<file path="config.mk">
export PLATFORM = sky130hd
export DESIGN_NAME = line_segment_clipper
export DESIGN_NICKNAME = d
export VERILOG_FILES = /design/src/hdl/lsc_pkg.sv /design/src/hdl/lsc_muldiv.sv /design/src/hdl/line_segment_clipper.sv
export SDC_FILE = /design/constraint.sdc
export NUM_CORES = 1
export LEC_CHECK = 0
export BUFFER_PORTS_ARGS = -buffer_cell sky130_fd_sc_hd__buf_2
export CORE_MARGIN = 3
export CORE_UTILIZATION = 60
export DETAILED_ROUTE_END_ITERATION = 6
export MAX_ROUTING_LAYER = met4
export PLACE_DENSITY = 0.84
export RECOVER_POWER = 50
export SETUP_SLACK_MARGIN = 0.15
export SYNTH_ARGS = -nofsm -noshare
export SYNTH_HDL_FRONTEND = slang
export SYNTH_HIERARCHICAL = 1
export SYNTH_SLANG_ARGS = --single-unit
</file>
<file path="constraint.sdc">
create_clock -name clk_i -period 20.1 [get_ports clk_i]
set_clock_uncertainty 0.15 [all_clocks]
set_input_delay 1.005 -clock clk_i [delete_from_list [all_inputs] [get_ports clk_i]]
set_output_delay 1.005 -clock clk_i [all_outputs]
set_load 0.005 [all_outputs]
</file>
<file path="src/hdl/lsc_pkg.sv">
// ----------------------------------------------------------------------------
// Line segment clipper package
// Shared constants, register indexes and the state encodings of the
// clipper and its multiply/divide unit.
// ----------------------------------------------------------------------------
`default_nettype none

package lsc_pkg;

  // Default coordinate width
  localparam int CoordWidthDef = 16;

  // Window register width and reset values
  localparam int WinWidth = 15;
  localparam logic [WinWidth-1:0] WidthReset  = 15'd640;
  localparam logic [WinWidth-1:0] HeightReset = 15'd480;

  // Most border moves for one segment
  localparam logic [2:0] MaxMoves = 3'd4;

  // Configuration register indexes
  localparam int CfgIdxWidth = 1;
  typedef enum logic [CfgIdxWidth-1:0] {
    REG_WIDTH  = 1'b0,
    REG_HEIGHT = 1'b1
  } cfg_reg_e;

  // Outcode bit positions
  localparam int OutLeft   = 0;
  localparam int OutRight  = 1;
  localparam int OutTop    = 2;
  localparam int OutBottom = 3;

  // Clipper sequencer states
  typedef enum logic [2:0] {
    ST_IDLE = 3'b001,
    ST_EVAL = 3'b010,
    ST_WAIT = 3'b100
  } clip_state_e;

  // Multiply/divide unit states
  typedef enum logic [2:0] {
    MD_IDLE = 3'b001,
    MD_MUL  = 3'b010,
    MD_DIV  = 3'b100
  } md_state_e;

endpackage

`default_nettype wire

</file>
<file path="src/hdl/lsc_muldiv.sv">
// ----------------------------------------------------------------------------
// Iterative multiply-divide unit
// Computes floor(a * b / d) on magnitudes with one shared adder: a
// shift-add multiply of Width steps, then a restoring divide of Width steps.
// The quotient must fit in Width bits (b no larger than d).
// ----------------------------------------------------------------------------
`default_nettype none

module lsc_muldiv #(
  parameter int Width = 18
) (
  input  wire logic             clk_i,
  input  wire logic             rst_ni,
  input  wire logic             start_i,
  input  wire logic [Width-1:0] a_i,
  input  wire logic [Width-1:0] b_i,
  input  wire logic [Width-1:0] d_i,
  output logic                  done_o,
  output logic [Width-1:0]      q_o
);
  import lsc_pkg::*;

  localparam int CntWidth = $clog2(Width + 1);
  localparam logic [CntWidth-1:0] LastStep = CntWidth'(Width - 1);

  md_state_e state_q, state_d;
  logic [CntWidth-1:0] cnt_q, cnt_d;
  logic [Width-1:0] hi_q, hi_d, lo_q, lo_d, ma_q, ma_d, md_q, md_d;
  logic done_q, done_d;

  logic [Width:0]   add_a, add_b;
  logic             add_cin;
  logic [Width+1:0] add_sum;
  logic             ge;

  // Shared adder: accumulate for multiply, trial subtract for divide
  always_comb begin
    if (state_q == MD_DIV) begin
      add_a   = {hi_q, lo_q[Width-1]};
      add_b   = ~{1'b0, md_q};
      add_cin = 1'b1;
    end else begin
      add_a   = {1'b0, hi_q};
      add_b   = {1'b0, (lo_q[0] ? ma_q : {Width{1'b0}})};
      add_cin = 1'b0;
    end
    add_sum = {1'b0, add_a} + {1'b0, add_b} + {{(Width+1){1'b0}}, add_cin};
    ge      = add_sum[Width+1];
  end

  // Advance the step sequencer
  always_comb begin
    state_d = state_q;
    cnt_d   = cnt_q;
    hi_d    = hi_q;
    lo_d    = lo_q;
    ma_d    = ma_q;
    md_d    = md_q;
    done_d  = 1'b0;
    case (state_q)
      MD_IDLE: begin
        if (start_i) begin
          hi_d    = '0;
          lo_d    = b_i;
          ma_d    = a_i;
          md_d    = d_i;
          cnt_d   = '0;
          state_d = MD_MUL;
        end
      end
      MD_MUL: begin
        hi_d  = add_sum[Width:1];
        lo_d  = {add_sum[0], lo_q[Width-1:1]};
        cnt_d = cnt_q + 1'b1;
        if (cnt_q == LastStep) begin
          cnt_d   = '0;
          state_d = MD_DIV;
        end
      end
      MD_DIV: begin
        hi_d  = ge ? add_sum[Width-1:0] : add_a[Width-1:0];
        lo_d  = {lo_q[Width-2:0], ge};
        cnt_d = cnt_q + 1'b1;
        if (cnt_q == LastStep) begin
          done_d  = 1'b1;
          state_d = MD_IDLE;
        end
      end
      default: state_d = MD_IDLE;
    endcase
  end

  // Hold control state
  always_ff @(posedge clk_i or negedge rst_ni) begin
    if (!rst_ni) begin
      state_q <= MD_IDLE;
      cnt_q   <= '0;
      done_q  <= 1'b0;
    end else begin
      state_q <= state_d;
      cnt_q   <= cnt_d;
      done_q  <= done_d;
    end
  end

  // Hold datapath
  always_ff @(posedge clk_i) begin
    hi_q <= hi_d;
    lo_q <= lo_d;
    ma_q <= ma_d;
    md_q <= md_d;
  end

  assign done_o = done_q;
  assign q_o    = lo_q;

endmodule

`default_nettype wire

</file>
<file path="src/hdl/line_segment_clipper.sv">
// ----------------------------------------------------------------------------
// Line segment clipper
// Cohen-Sutherland clipping of one segment to a programmable window.
// ----------------------------------------------------------------------------
// Usage:
//   Drive the four endpoint coordinates and raise start_i; the beat is taken
//   at a clock edge where start_i is high and busy_o is low. busy_o stays
//   high until the result is out. The result appears for exactly one cycle
//   with done_o high: visible_o and the clipped endpoints, all zero when
//   the segment is rejected. The receiver cannot stall the result.
//   Window size is written over the cfg channel (index 0 width, index 1
//   height); cfg_ready_o is always high, write only while busy_o is low.
// Sequence:
//   Each border move starts the shared multiply/divide unit, waits while it
//   runs a shift-add multiply and then a restoring divide on DW-bit operands,
//   and writes the moved endpoint back, where DW = max(COORD_WIDTH,16)+2.
//   done_o rises once both outcodes are clear, share a bit, or four moves
//   have been made; one segment at a time.
// Reset:
//   Clears the sequencer and loads the window registers with 640 x 480.
// ----------------------------------------------------------------------------
`default_nettype none

module line_segment_clipper #(
  parameter int COORD_WIDTH = lsc_pkg::CoordWidthDef
) (
  input  wire logic                              clk_i,
  input  wire logic                              rst_ni,
  input  wire logic                              cfg_valid_i,
  output logic                                   cfg_ready_o,
  input  wire logic [lsc_pkg::CfgIdxWidth-1:0]   cfg_index_i,
  input  wire logic [lsc_pkg::WinWidth-1:0]      cfg_data_i,
  input  wire logic                              start_i,
  output logic                                   busy_o,
  input  wire logic signed [COORD_WIDTH-1:0]     start_x_i,
  input  wire logic signed [COORD_WIDTH-1:0]     start_y_i,
  input  wire logic signed [COORD_WIDTH-1:0]     end_x_i,
  input  wire logic signed [COORD_WIDTH-1:0]     end_y_i,
  output logic                                   done_o,
  output logic                                   visible_o,
  output logic signed [COORD_WIDTH-1:0]          clip_start_x_o,
  output logic signed [COORD_WIDTH-1:0]          clip_start_y_o,
  output logic signed [COORD_WIDTH-1:0]          clip_end_x_o,
  output logic signed [COORD_WIDTH-1:0]          clip_end_y_o
);
  import lsc_pkg::*;

  // Coordinate width holding the window borders; difference width
  localparam int EW = ((COORD_WIDTH > WinWidth + 1) ? COORD_WIDTH : WinWidth + 1) + 1;
  localparam int DW = EW + 1;

  clip_state_e state_q, state_d;
  logic [WinWidth-1:0] win_w_q, win_h_q;
  logic signed [EW-1:0] x1_q, y1_q, x2_q, y2_q, x1_d, y1_d, x2_d, y2_d;
  logic [2:0] moves_q, moves_d;
  logic neg_q, neg_d, dzero_q, dzero_d, axis_y_q, axis_y_d, sel1_q, sel1_d;
  logic signed [DW-1:0] base_q, base_d;
  logic signed [EW-1:0] border_q, border_d;
  logic done_q, done_d, vis_q, vis_d;
  logic signed [COORD_WIDTH-1:0] ox1_q, oy1_q, ox2_q, oy2_q;
  logic signed [COORD_WIDTH-1:0] ox1_d, oy1_d, ox2_d, oy2_d;

  logic signed [EW-1:0] w_ext, h_ext;
  logic [3:0] c1, c2, oc;
  logic signed [DW-1:0] dx, dy, wm1, hm1, op_a, op_b, op_d;
  logic [DW-1:0] mag_a, mag_b, mag_d;
  logic md_start, md_done;
  logic [DW-1:0] md_q;
  logic signed [DW-1:0] q_signed, new_c;

  // Window borders as signed coordinates
  assign w_ext = EW'({1'b0, win_w_q});
  assign h_ext = EW'({1'b0, win_h_q});
  assign wm1   = DW'(w_ext) - DW'(1);
  assign hm1   = DW'(h_ext) - DW'(1);

  // Outcodes of both endpoints
  always_comb begin
    c1 = '0;
    c2 = '0;
    c1[OutLeft]   = x1_q < 0;
    c1[OutRight]  = !(x1_q < 0) && (x1_q >= w_ext);
    c1[OutTop]    = y1_q < 0;
    c1[OutBottom] = !(y1_q < 0) && (y1_q >= h_ext);
    c2[OutLeft]   = x2_q < 0;
    c2[OutRight]  = !(x2_q < 0) && (x2_q >= w_ext);
    c2[OutTop]    = y2_q < 0;
    c2[OutBottom] = !(y2_q < 0) && (y2_q >= h_ext);
  end

  // Pick the border and the operands of the crossing
  always_comb begin
    dx = DW'(x2_q) - DW'(x1_q);
    dy = DW'(y2_q) - DW'(y1_q);
    oc = (c1 != 4'd0) ? c1 : c2;
    if (oc[OutBottom]) begin
      op_a = dx; op_b = hm1 - DW'(y1_q); op_d = dy;
      axis_y_d = 1'b1; border_d = EW'(hm1); base_d = DW'(x1_q);
    end else if (oc[OutTop]) begin
      op_a = dx; op_b = -DW'(y1_q); op_d = dy;
      axis_y_d = 1'b1; border_d = '0; base_d = DW'(x1_q);
    end else if (oc[OutRight]) begin
      op_a = dy; op_b = wm1 - DW'(x1_q); op_d = dx;
      axis_y_d = 1'b0; border_d = EW'(wm1); base_d = DW'(y1_q);
    end else begin
      op_a = dy; op_b = -DW'(x1_q); op_d = dx;
      axis_y_d = 1'b0; border_d = '0; base_d = DW'(y1_q);
    end
    mag_a   = op_a[DW-1] ? DW'(-op_a) : DW'(op_a);
    mag_b   = op_b[DW-1] ? DW'(-op_b) : DW'(op_b);
    mag_d   = op_d[DW-1] ? DW'(-op_d) : DW'(op_d);
    neg_d   = op_a[DW-1] ^ op_b[DW-1] ^ op_d[DW-1];
    dzero_d = (op_d == '0);
    sel1_d  = (c1 != 4'd0);
  end

  // Apply the quotient to the moved endpoint
  assign q_signed = dzero_q ? '0 : (neg_q ? -$signed(md_q) : $signed(md_q));
  assign new_c    = base_q + q_signed;

  // Sequence the clip passes
  always_comb begin
    state_d  = state_q;
    x1_d = x1_q; y1_d = y1_q; x2_d = x2_q; y2_d = y2_q;
    moves_d  = moves_q;
    done_d   = 1'b0;
    vis_d    = vis_q;
    ox1_d = ox1_q; oy1_d = oy1_q; ox2_d = ox2_q; oy2_d = oy2_q;
    md_start = 1'b0;
    case (state_q)
      ST_IDLE: begin
        if (start_i) begin
          x1_d    = EW'(start_x_i);
          y1_d    = EW'(start_y_i);
          x2_d    = EW'(end_x_i);
          y2_d    = EW'(end_y_i);
          moves_d = '0;
          state_d = ST_EVAL;
        end
      end
      ST_EVAL: begin
        if ((c1 | c2) == 4'd0) begin
          done_d  = 1'b1;
          vis_d   = 1'b1;
          ox1_d   = x1_q[COORD_WIDTH-1:0];
          oy1_d   = y1_q[COORD_WIDTH-1:0];
          ox2_d   = x2_q[COORD_WIDTH-1:0];
          oy2_d   = y2_q[COORD_WIDTH-1:0];
          state_d = ST_IDLE;
        end else if (((c1 & c2) != 4'd0) || (moves_q == MaxMoves)) begin
          done_d  = 1'b1;
          vis_d   = 1'b0;
          ox1_d   = '0;
          oy1_d   = '0;
          ox2_d   = '0;
          oy2_d   = '0;
          state_d = ST_IDLE;
        end else begin
          md_start = 1'b1;
          state_d  = ST_WAIT;
        end
      end
      ST_WAIT: begin
        if (md_done) begin
          moves_d = moves_q + 3'd1;
          state_d = ST_EVAL;
          if (sel1_q) begin
            x1_d = axis_y_q ? EW'(new_c) : border_q;
            y1_d = axis_y_q ? border_q : EW'(new_c);
          end else begin
            x2_d = axis_y_q ? EW'(new_c) : border_q;
            y2_d = axis_y_q ? border_q : EW'(new_c);
          end
        end
      end
      default: state_d = ST_IDLE;
    endcase
  end

  // Hold control state and window registers
  always_ff @(posedge clk_i or negedge rst_ni) begin
    if (!rst_ni) begin
      state_q <= ST_IDLE;
      moves_q <= '0;
      done_q  <= 1'b0;
      win_w_q <= WidthReset;
      win_h_q <= HeightReset;
    end else begin
      state_q <= state_d;
      moves_q <= moves_d;
      done_q  <= done_d;
      if (cfg_valid_i) begin
        case (cfg_reg_e'(cfg_index_i))
          REG_WIDTH:  win_w_q <= cfg_data_i;
          REG_HEIGHT: win_h_q <= cfg_data_i;
          default: ;
        endcase
      end
    end
  end

  // Hold coordinates, pass operands and results
  always_ff @(posedge clk_i) begin
    x1_q  <= x1_d;
    y1_q  <= y1_d;
    x2_q  <= x2_d;
    y2_q  <= y2_d;
    vis_q <= vis_d;
    ox1_q <= ox1_d;
    oy1_q <= oy1_d;
    ox2_q <= ox2_d;
    oy2_q <= oy2_d;
    if (md_start) begin
      neg_q    <= neg_d;
      dzero_q  <= dzero_d;
      axis_y_q <= axis_y_d;
      sel1_q   <= sel1_d;
      base_q   <= base_d;
      border_q <= border_d;
    end
  end

  lsc_muldiv #(
    .Width(DW)
  ) u_muldiv (
    .clk_i  (clk_i),
    .rst_ni (rst_ni),
    .start_i(md_start),
    .a_i    (mag_a),
    .b_i    (mag_b),
    .d_i    (mag_d),
    .done_o (md_done),
    .q_o    (md_q)
  );

  assign cfg_ready_o    = 1'b1;
  assign busy_o         = (state_q != ST_IDLE);
  assign done_o         = done_q;
  assign visible_o      = vis_q;
  assign clip_start_x_o = ox1_q;
  assign clip_start_y_o = oy1_q;
  assign clip_end_x_o   = ox2_q;
  assign clip_end_y_o   = oy2_q;

endmodule

`default_nettype wire
</file>
==> results of run 1 <==
[path summary, 6_finish.rpt]
check                      depth (start not counted)                          start  slack (ns)                             to
min in group asynchronous                          2                         rst_ni        1.26         moves_q[2]$_DFFE_PN0P_
setup reg to reg                                  17              y1_q[0]$_DFFE_PP_       12.09     u_muldiv/hi_q[3]$_DFFE_PP_
hold / removal                                     1  u_muldiv/cnt_q[4]$_DFFE_PN0P_        0.35  u_muldiv/cnt_q[4]$_DFFE_PN0P_
hold reg to reg                                    1  u_muldiv/cnt_q[4]$_DFFE_PN0P_        0.35  u_muldiv/cnt_q[4]$_DFFE_PN0P_
setup / recovery                                  17              y1_q[0]$_DFFE_PP_       12.09     u_muldiv/hi_q[3]$_DFFE_PP_
max in group asynchronous                          2                         rst_ni       16.91        win_h_q[14]$_DFFE_PN0P_
[state kept, by name, indices dropped and copies added, names as in the netlist, 3 cells and up]
register          cells
u_muldiv/hi_q        18
u_muldiv/ma_q        18
u_muldiv/md_q        18
u_muldiv/q_o         18
base_q               17
x1_q                 17
x2_q                 17
y1_q                 17
y2_q                 17
border_q             16
clip_end_x_o         16
clip_end_y_o         16
clip_start_x_o       16
clip_start_y_o       16
win_h_q              15
win_w_q              15
u_muldiv/cnt_q        5
moves_q               3
state_q               3
u_muldiv/state_q      3
[cells by family (layout without fill, tap and decap cells)]
group                    count (synthesis)  in the layout
XOR/XNOR                               192            192
flip-flops                             288            288
other                                    1              5
AO/OA/AOI/OAI                          559            559
buffers and inverters                  221            355
adder cells (fa/ha/maj)                184            184
multiplexers                            64             64
AND/OR/NAND/NOR                        821            821
[critical path, stage by stage (launching register included)]
cell and delay, ns:
edfxtp_1 0.70, inv_1 0.21, ha_1 0.42, o211ai_1 0.15, a2111oi_0 0.77, or4_1 0.34, nor2_1 0.17, nor2_2 0.13
clkbuf_1 1.15, nor3_1 0.16, clkbuf_1 0.89, nor4_2 0.62, nand4bb_1 0.17, inv_1 0.09, buf_4 0.41, nor3_1 0.20
inv_1 0.47, buf_4 0.42
[layout by cell type (no fill, tap or decap), types with 9 or more instances in the layout]
master	count
nand2b_1	17
nand3b_1	11
and2_1	9
and2_0	29
nor2b_1	20
buf_4	15
inv_1	126
nand2_1	270
and3_1	15
or3_1	23
xnor2_1	135
nor4_1	48
nor2_1	206
ha_1	177
a211oi_1	22
o221ai_1	15
mux2i_1	44
clkbuf_1	58
a22oi_1	19
o211ai_1	20
o21ai_0	159
a21oi_1	119
a32o_1	14
nand3_1	67
o31ai_1	18
edfxtp_1	242
xor2_1	57
buf_2	111
o21a_1	44
a31oi_1	19
mux2_2	19
a21o_1	25
nor3_1	49
clkbuf_16	33
nand4_1	18
dfrtp_1	38
[metal layers]
layer | GRT usage | vias to the layer above
met5 | - | -
met4 | 0.251 | 0
met3 | 0.107 | 358
met2 | 0.604 | 1419
met1 | 0.504 | 9171
li1 | - | 8756
[power groups by stage]
stage	clock network [mW]	registers (mW)	logic, mW
4_1_cts	0.560	0.943	1.60
5_1_grt	0.585	0.959	1.76
6_report	0.556	0.960	1.66
3_5_place_dp	0	0.954	1.59
2_1_floorplan	0	0.889	1.12
3_3_place_gp	0	0.950	1.55
[through the flow]
step	power, mW	cells
2_1_floorplan	2.01	2330
3_3_place_gp	2.50	2861
3_5_place_dp	2.54	2861
4_1_cts	3.10	2919
5_1_grt	3.31	2923
6_report	3.17	2923
[layout make-up]
type / count / area (um2)
Timing Repair Buffer: 171 / 837
Multi-Input combinational cell: 1821 / 12300
Tap cell: 455 / 569
Antenna cell: 4 / 10.0
Fill cell: 2783 / 11400
Sequential cell: 288 / 8430
Clock inverter: 7 / 45.0
Clock buffer: 51 / 933
Inverter: 126 / 473
==> impl_metrics.json, run 1 <==
{
  "status": "finished, violations left",
  "violations": "capacitance limit, slew limit",
  "whs_ns": 0.351,
  "synth_warnings": 6,
  "cts.sinks": 288,
  "vias_per_cell": 6.74,
  "syn_area_um2": 21500,
  "final.setup.worst_slack_ns": 12.09,
  "yosys.area_share.simple": 0.181,
  "dr.max_layer_used": "met4",
  "fin_setup_tns_ns": 0,
  "ant_nets": 0,
  "grt_pass1_vias": 18800,
  "layout.core_utilization": 0.674,
  "synth_top_area_cell": "edfxtp_1",
  "async_flop_share": 0.160,
  "synth_compound_area_frac": 0.169,
  "rsz0062_at_grt": "false",
  "cts.clk_slew.worst_paths_ns": 0.07,
  "vdd_drop_max_v": 0.000136,
  "final_area_um2": 23600,
  "end_kind": "flop",
  "hold_path.class": "reg2reg",
  "syn_nets": 2598,
  "globalRouteTotalUtil": 0.409,
  "cts_setup_buffers": 0,
  "yosysUniqueCellTypes": 89,
  "fmaxAchievable_mhz": 125,
  "tightest_slew_ns": 2.84,
  "grt_max_degree": 91,
  "avgSynthCellArea_um2": 9.24,
  "dp_hpwl_mm": 60.3,
  "fin_crit_ns": 8.01,
  "switching_share": 0.459,
  "insertion_delay_ns": 0.60,
  "cts-root-buf": "clkbuf_16",
  "synth_adder_area_share": 0.109,
  "dr.pass1.iters": 6,
  "seq_area_frac_synth": 0.392,
  "fin_crit_sh": 0.398,
  "setup_viol": 0,
  "antenna_found_initial": 5,
  "ioPinCount": 152,
  "vias": 19700,
  "pre_cts_ws_ns": 13.91,
  "start_kind": "flop",
  "worstPathArrival_ns": 8.11,
  "avgRoutedWirePerCell_um": 26.7,
  "drive_gt1_frac": 0.0901,
  "synth-seq-cells": 288,
  "maxCapViolCount": 7,
  "clock_path_buffers": 3,
  "route.met3.wl_mm": 9.94,
  "p_sw_mw": 1.46,
  "gp_congestion": 1.17,
  "drc": 0,
  "row_count": 68,
  "synth_top_family_by_area": "simple AND/OR/NAND/NOR gates",
  "cts_buffers": 31,
  "syn_inst": 2330,
  "critPathMaxFanout": 38,
  "synth_mux_area_frac": 0.0311,
  "grt_first_pass_wirelength_mm": 115,
  "synth_commonest_cells": "nand2_1, edfxtp_1, nor2_1",
  "power_density_nw_per_um2": 135,
  "die_h_um": 195,
  "p_leak_nw": 9.39,
  "seqPwrFrac": 0.303,
  "combPwrFrac": 0.522,
  "synth_edf_count": 242,
  "dieArea_um2": 38200,
  "cts_resized": 0,
  "yosysMostFrequentCell": "nand2_1",
  "ys.flop_type": "edfxtp_1",
  "wl_met1_mm": 28.3,
  "slew_headroom": -0.894,
  "totalWireLength_mm": 78.1,
  "initial_core_util": 0.616,
  "core_area_um2": 35000,
  "drtIter0Drc": 2807,
  "globalRoute.totalOverflow": 0,
  "p_clk_frac": 0.175,
  "hold_viol": 0,
  "synth.area.top_cells": "edfxtp_1, ha_1, xnor2_1",
  "synthToLayoutAreaGrowth_pct": 9.47,
  "crit_required_ns": 20.20,
  "die_x_um": 195,
  "fin_nets": 2707,
  "worstSetupPathType": "reg2reg",
  "yosysTopAreaCellShare": 0.338,
  "htreeDepth": 1,
  "cts_tree": "yes",
  "ctsHoldBuffers": 0,
  "slew_violations": 277,
  "postPlaceCellArea_um2": 22700,
  "intPower_mw": 1.72,
  "synth_xor_area_frac": 0.0781,
  "portBuffers": 150,
  "dr_wl_met2_mm": 33.4
}
(Power assumes the default switching activity.)
==> run 2: changes to the inputs <==
==> constraint.sdc (replaced) <==
create_clock -name clk_i -period 8.05 [get_ports clk_i]
set_clock_uncertainty 0.15 [all_clocks]
set_input_delay 0.4025 -clock clk_i [delete_from_list [all_inputs] [get_ports clk_i]]
set_output_delay 0.4025 -clock clk_i [all_outputs]
set_load 0.005 [all_outputs]
==> impl_metrics.json, run 2 (synthesis gave the netlist of run 1 again) <==
{
  "final_area_um2": 24300,
  "die_h_um": 195,
  "hold_viol": 0,
  "tightest_slew_ns": 3.66,
  "violations": "capacitance limit, slew limit",
  "drive_gt1_frac": 0.0879,
  "status": "finished, violations left",
  "core_area_um2": 35000,
  "setup_viol": 0,
  "insertion_delay_ns": 0.61,
  "totalWireLength_mm": 82.2,
  "gp_congestion": 1.12,
  "grt_first_pass_wirelength_mm": 118,
  "end_kind": "flop",
  "slew_headroom": -1.44,
  "ctsHoldBuffers": 61,
  "critPathBufInv": 3,
  "grt_pass1_vias": 18900,
  "cts.sinks": 288,
  "hold_path_end": "y2_q[14]$_DFFE_PP_",
  "final_cell_mix": "nand2_1, edfxtp_1, nor2_1",
  "maxCapViolCount": 8,
  "hold_path.class": "in2reg",
  "dp_hpwl_mm": 62.3,
  "vias_per_cell": 6.76,
  "clock_path_buffers": 3,
  "rsz0062_at_grt": "false",
  "cts_resized": 0,
  "dr.pass1.iters": 7,
  "fin_crit_ns": 7.06,
  "power_density_nw_per_um2": 336,
  "cts_buffers": 31,
  "dieArea_um2": 38200,
  "synthToLayoutAreaGrowth_pct": 12.8,
  "row_count": 68,
  "slew_violations": 362,
  "whs_ns": 0.0116,
  "die_x_um": 195,
  "drc": 0,
  "drtIter0Drc": 2922,
  "ff2ff_setup_slack_ns": 0.99,
  "vias": 20200,
  "worstPathArrival_ns": 7.14,
  "start_kind": "flop",
  "cts_setup_buffers": 0,
  "ant_nets": 0,
  "cp_slowest_stage_delay_ns": 1.40,
  "reg2reg_depth": 13,
  "initial_core_util": 0.616,
  "fin_setup_tns_ns": 0,
  "cp_slowest_cell": "clkbuf_1",
  "crit_top_cell": "o211ai_1",
  "htreeDepth": 1,
  "cts-root-buf": "clkbuf_16",
  "critical-path-top-delay-family": "buffers and inverters",
  "final_common_cell": "nand2_1",
  "r2r_end": "clip_end_y_o[15]$_SDFFCE_PN0P_",
  "vdd_drop_max_v": 0.000273,
  "fillers": 2678,
  "p_leak_nw": 9.70,
  "postPlaceCellArea_um2": 22700,
  "min_from": "end_y_i[14]",
  "globalRoute.totalOverflow": 0,
  "grt_max_degree": 87,
  "fin_crit_sh": 0.877,
  "layout.core_utilization": 0.695,
  "portBuffers": 150,
  "antenna_found_initial": 3,
  "avgRoutedWirePerCell_um": 27.5,
  "crit_required_ns": 8.13,
  "critPathMaxFanout": 55,
  "timing.rr.start": "win_h_q[6]$_DFFE_PN1P_",
  "cts_tree": "yes",
  "worstSetupPathType": "reg2reg",
  "fin_nets": 2768,
  "cts.clk_slew.worst_paths_ns": 0.07,
  "fmaxAchievable_mhz": 142,
  "ioPinCount": 152,
  "crit_path_cell_trace": "inv_1 -> ha_1 -> nand3_1 -> o211ai_1 -> a21oi_1 -> o211ai_1 -> a211oi_1 -> o211ai_1 -> nor3_1 -> clkbuf_1 -> nor3_1 -> nor2_4 -> buf_4",
  "hold_path_depth": 2,
  "globalRouteTotalUtil": 0.426
}
[run 2: changes by cell type in the layout (fill, tap and decap cells not counted), sizes merged]
cell / change
buf: -5
bufinv: +3
clkbuf: -2
clkinv: +2
diode: -1
dlygate4sd3: +61
inv: +2
[run 2: area by class of cell]
class                      instances  area, um2  area share
antenna                            3       7.51    0.000309
clock buffer                      44        927      0.0382
clock inverter                    14        168     0.00690
inverter                         126        473      0.0195
multi-input combinational       1821      12300       0.505
sequential                       288       8430       0.347
tap                              455        569      0.0234
timing repair buffer             232       1440      0.0594
[run 2: how the worst max path moves through the flow]
stage / start / endpoint / cells after the start
after detailed placement: x1_q[0]$_DFFE_PP_ / u_muldiv/q_o[16]$_DFFE_PP_ / 16
after CTS: x1_q[0]$_DFFE_PP_ / u_muldiv/q_o[16]$_DFFE_PP_ / 16
final: win_h_q[6]$_DFFE_PN1P_ / clip_end_y_o[15]$_SDFFCE_PN0P_ / 13
after floorplan: win_h_q[6]$_DFFE_PN1P_ / u_muldiv/hi_q[0]$_DFFE_PP_ / 14
after global placement: win_w_q[7]$_DFFE_PN1P_ / u_muldiv/q_o[16]$_DFFE_PP_ / 16
after global routing: x1_q[0]$_DFFE_PP_ / clip_end_y_o[15]$_SDFFCE_PN0P_ / 14
[run 2: stage by stage]
stage	worst slack [ns]	instances	total power [mW]
after floorplan	0.889	2330	5.01
after global placement	2.42	2861	6.33
after detailed placement	2.35	2861	6.41
after CTS	2.32	2980	7.99
after global routing	0.969	2982	8.48
final	0.989	2983	8.17
[run 2: power breakdown]
group          internal, mW  switching (mW)  total (mW)
Combinational          1.46            2.77        4.23
Clock                 0.902           0.643        1.54
Sequential             2.07           0.327        2.39
Total                  4.43            3.74        8.17
[run 2: worst reg2reg max path, cell delays in order (launching register included)]
cell and delay (ns):
dfstp_1 0.56, inv_1 0.14, ha_1 0.34, nand3_1 0.12, o211ai_1 0.10, a21oi_1 0.13
o211ai_1 0.19, a211oi_1 0.83, o211ai_1 0.23, nor3_1 0.76, clkbuf_1 1.40, nor3_1 0.38
nor2_4 0.64, buf_4 0.67
[run 2: per-layer routing]
layer	vias to the layer above	wire (um)	global-route usage
li1	8868	-	-
met1	9587	30600	0.534
met3	312	9720	0.0863
met5	-	0	-
met2	1388	35600	0.645
met4	0	6270	0.243
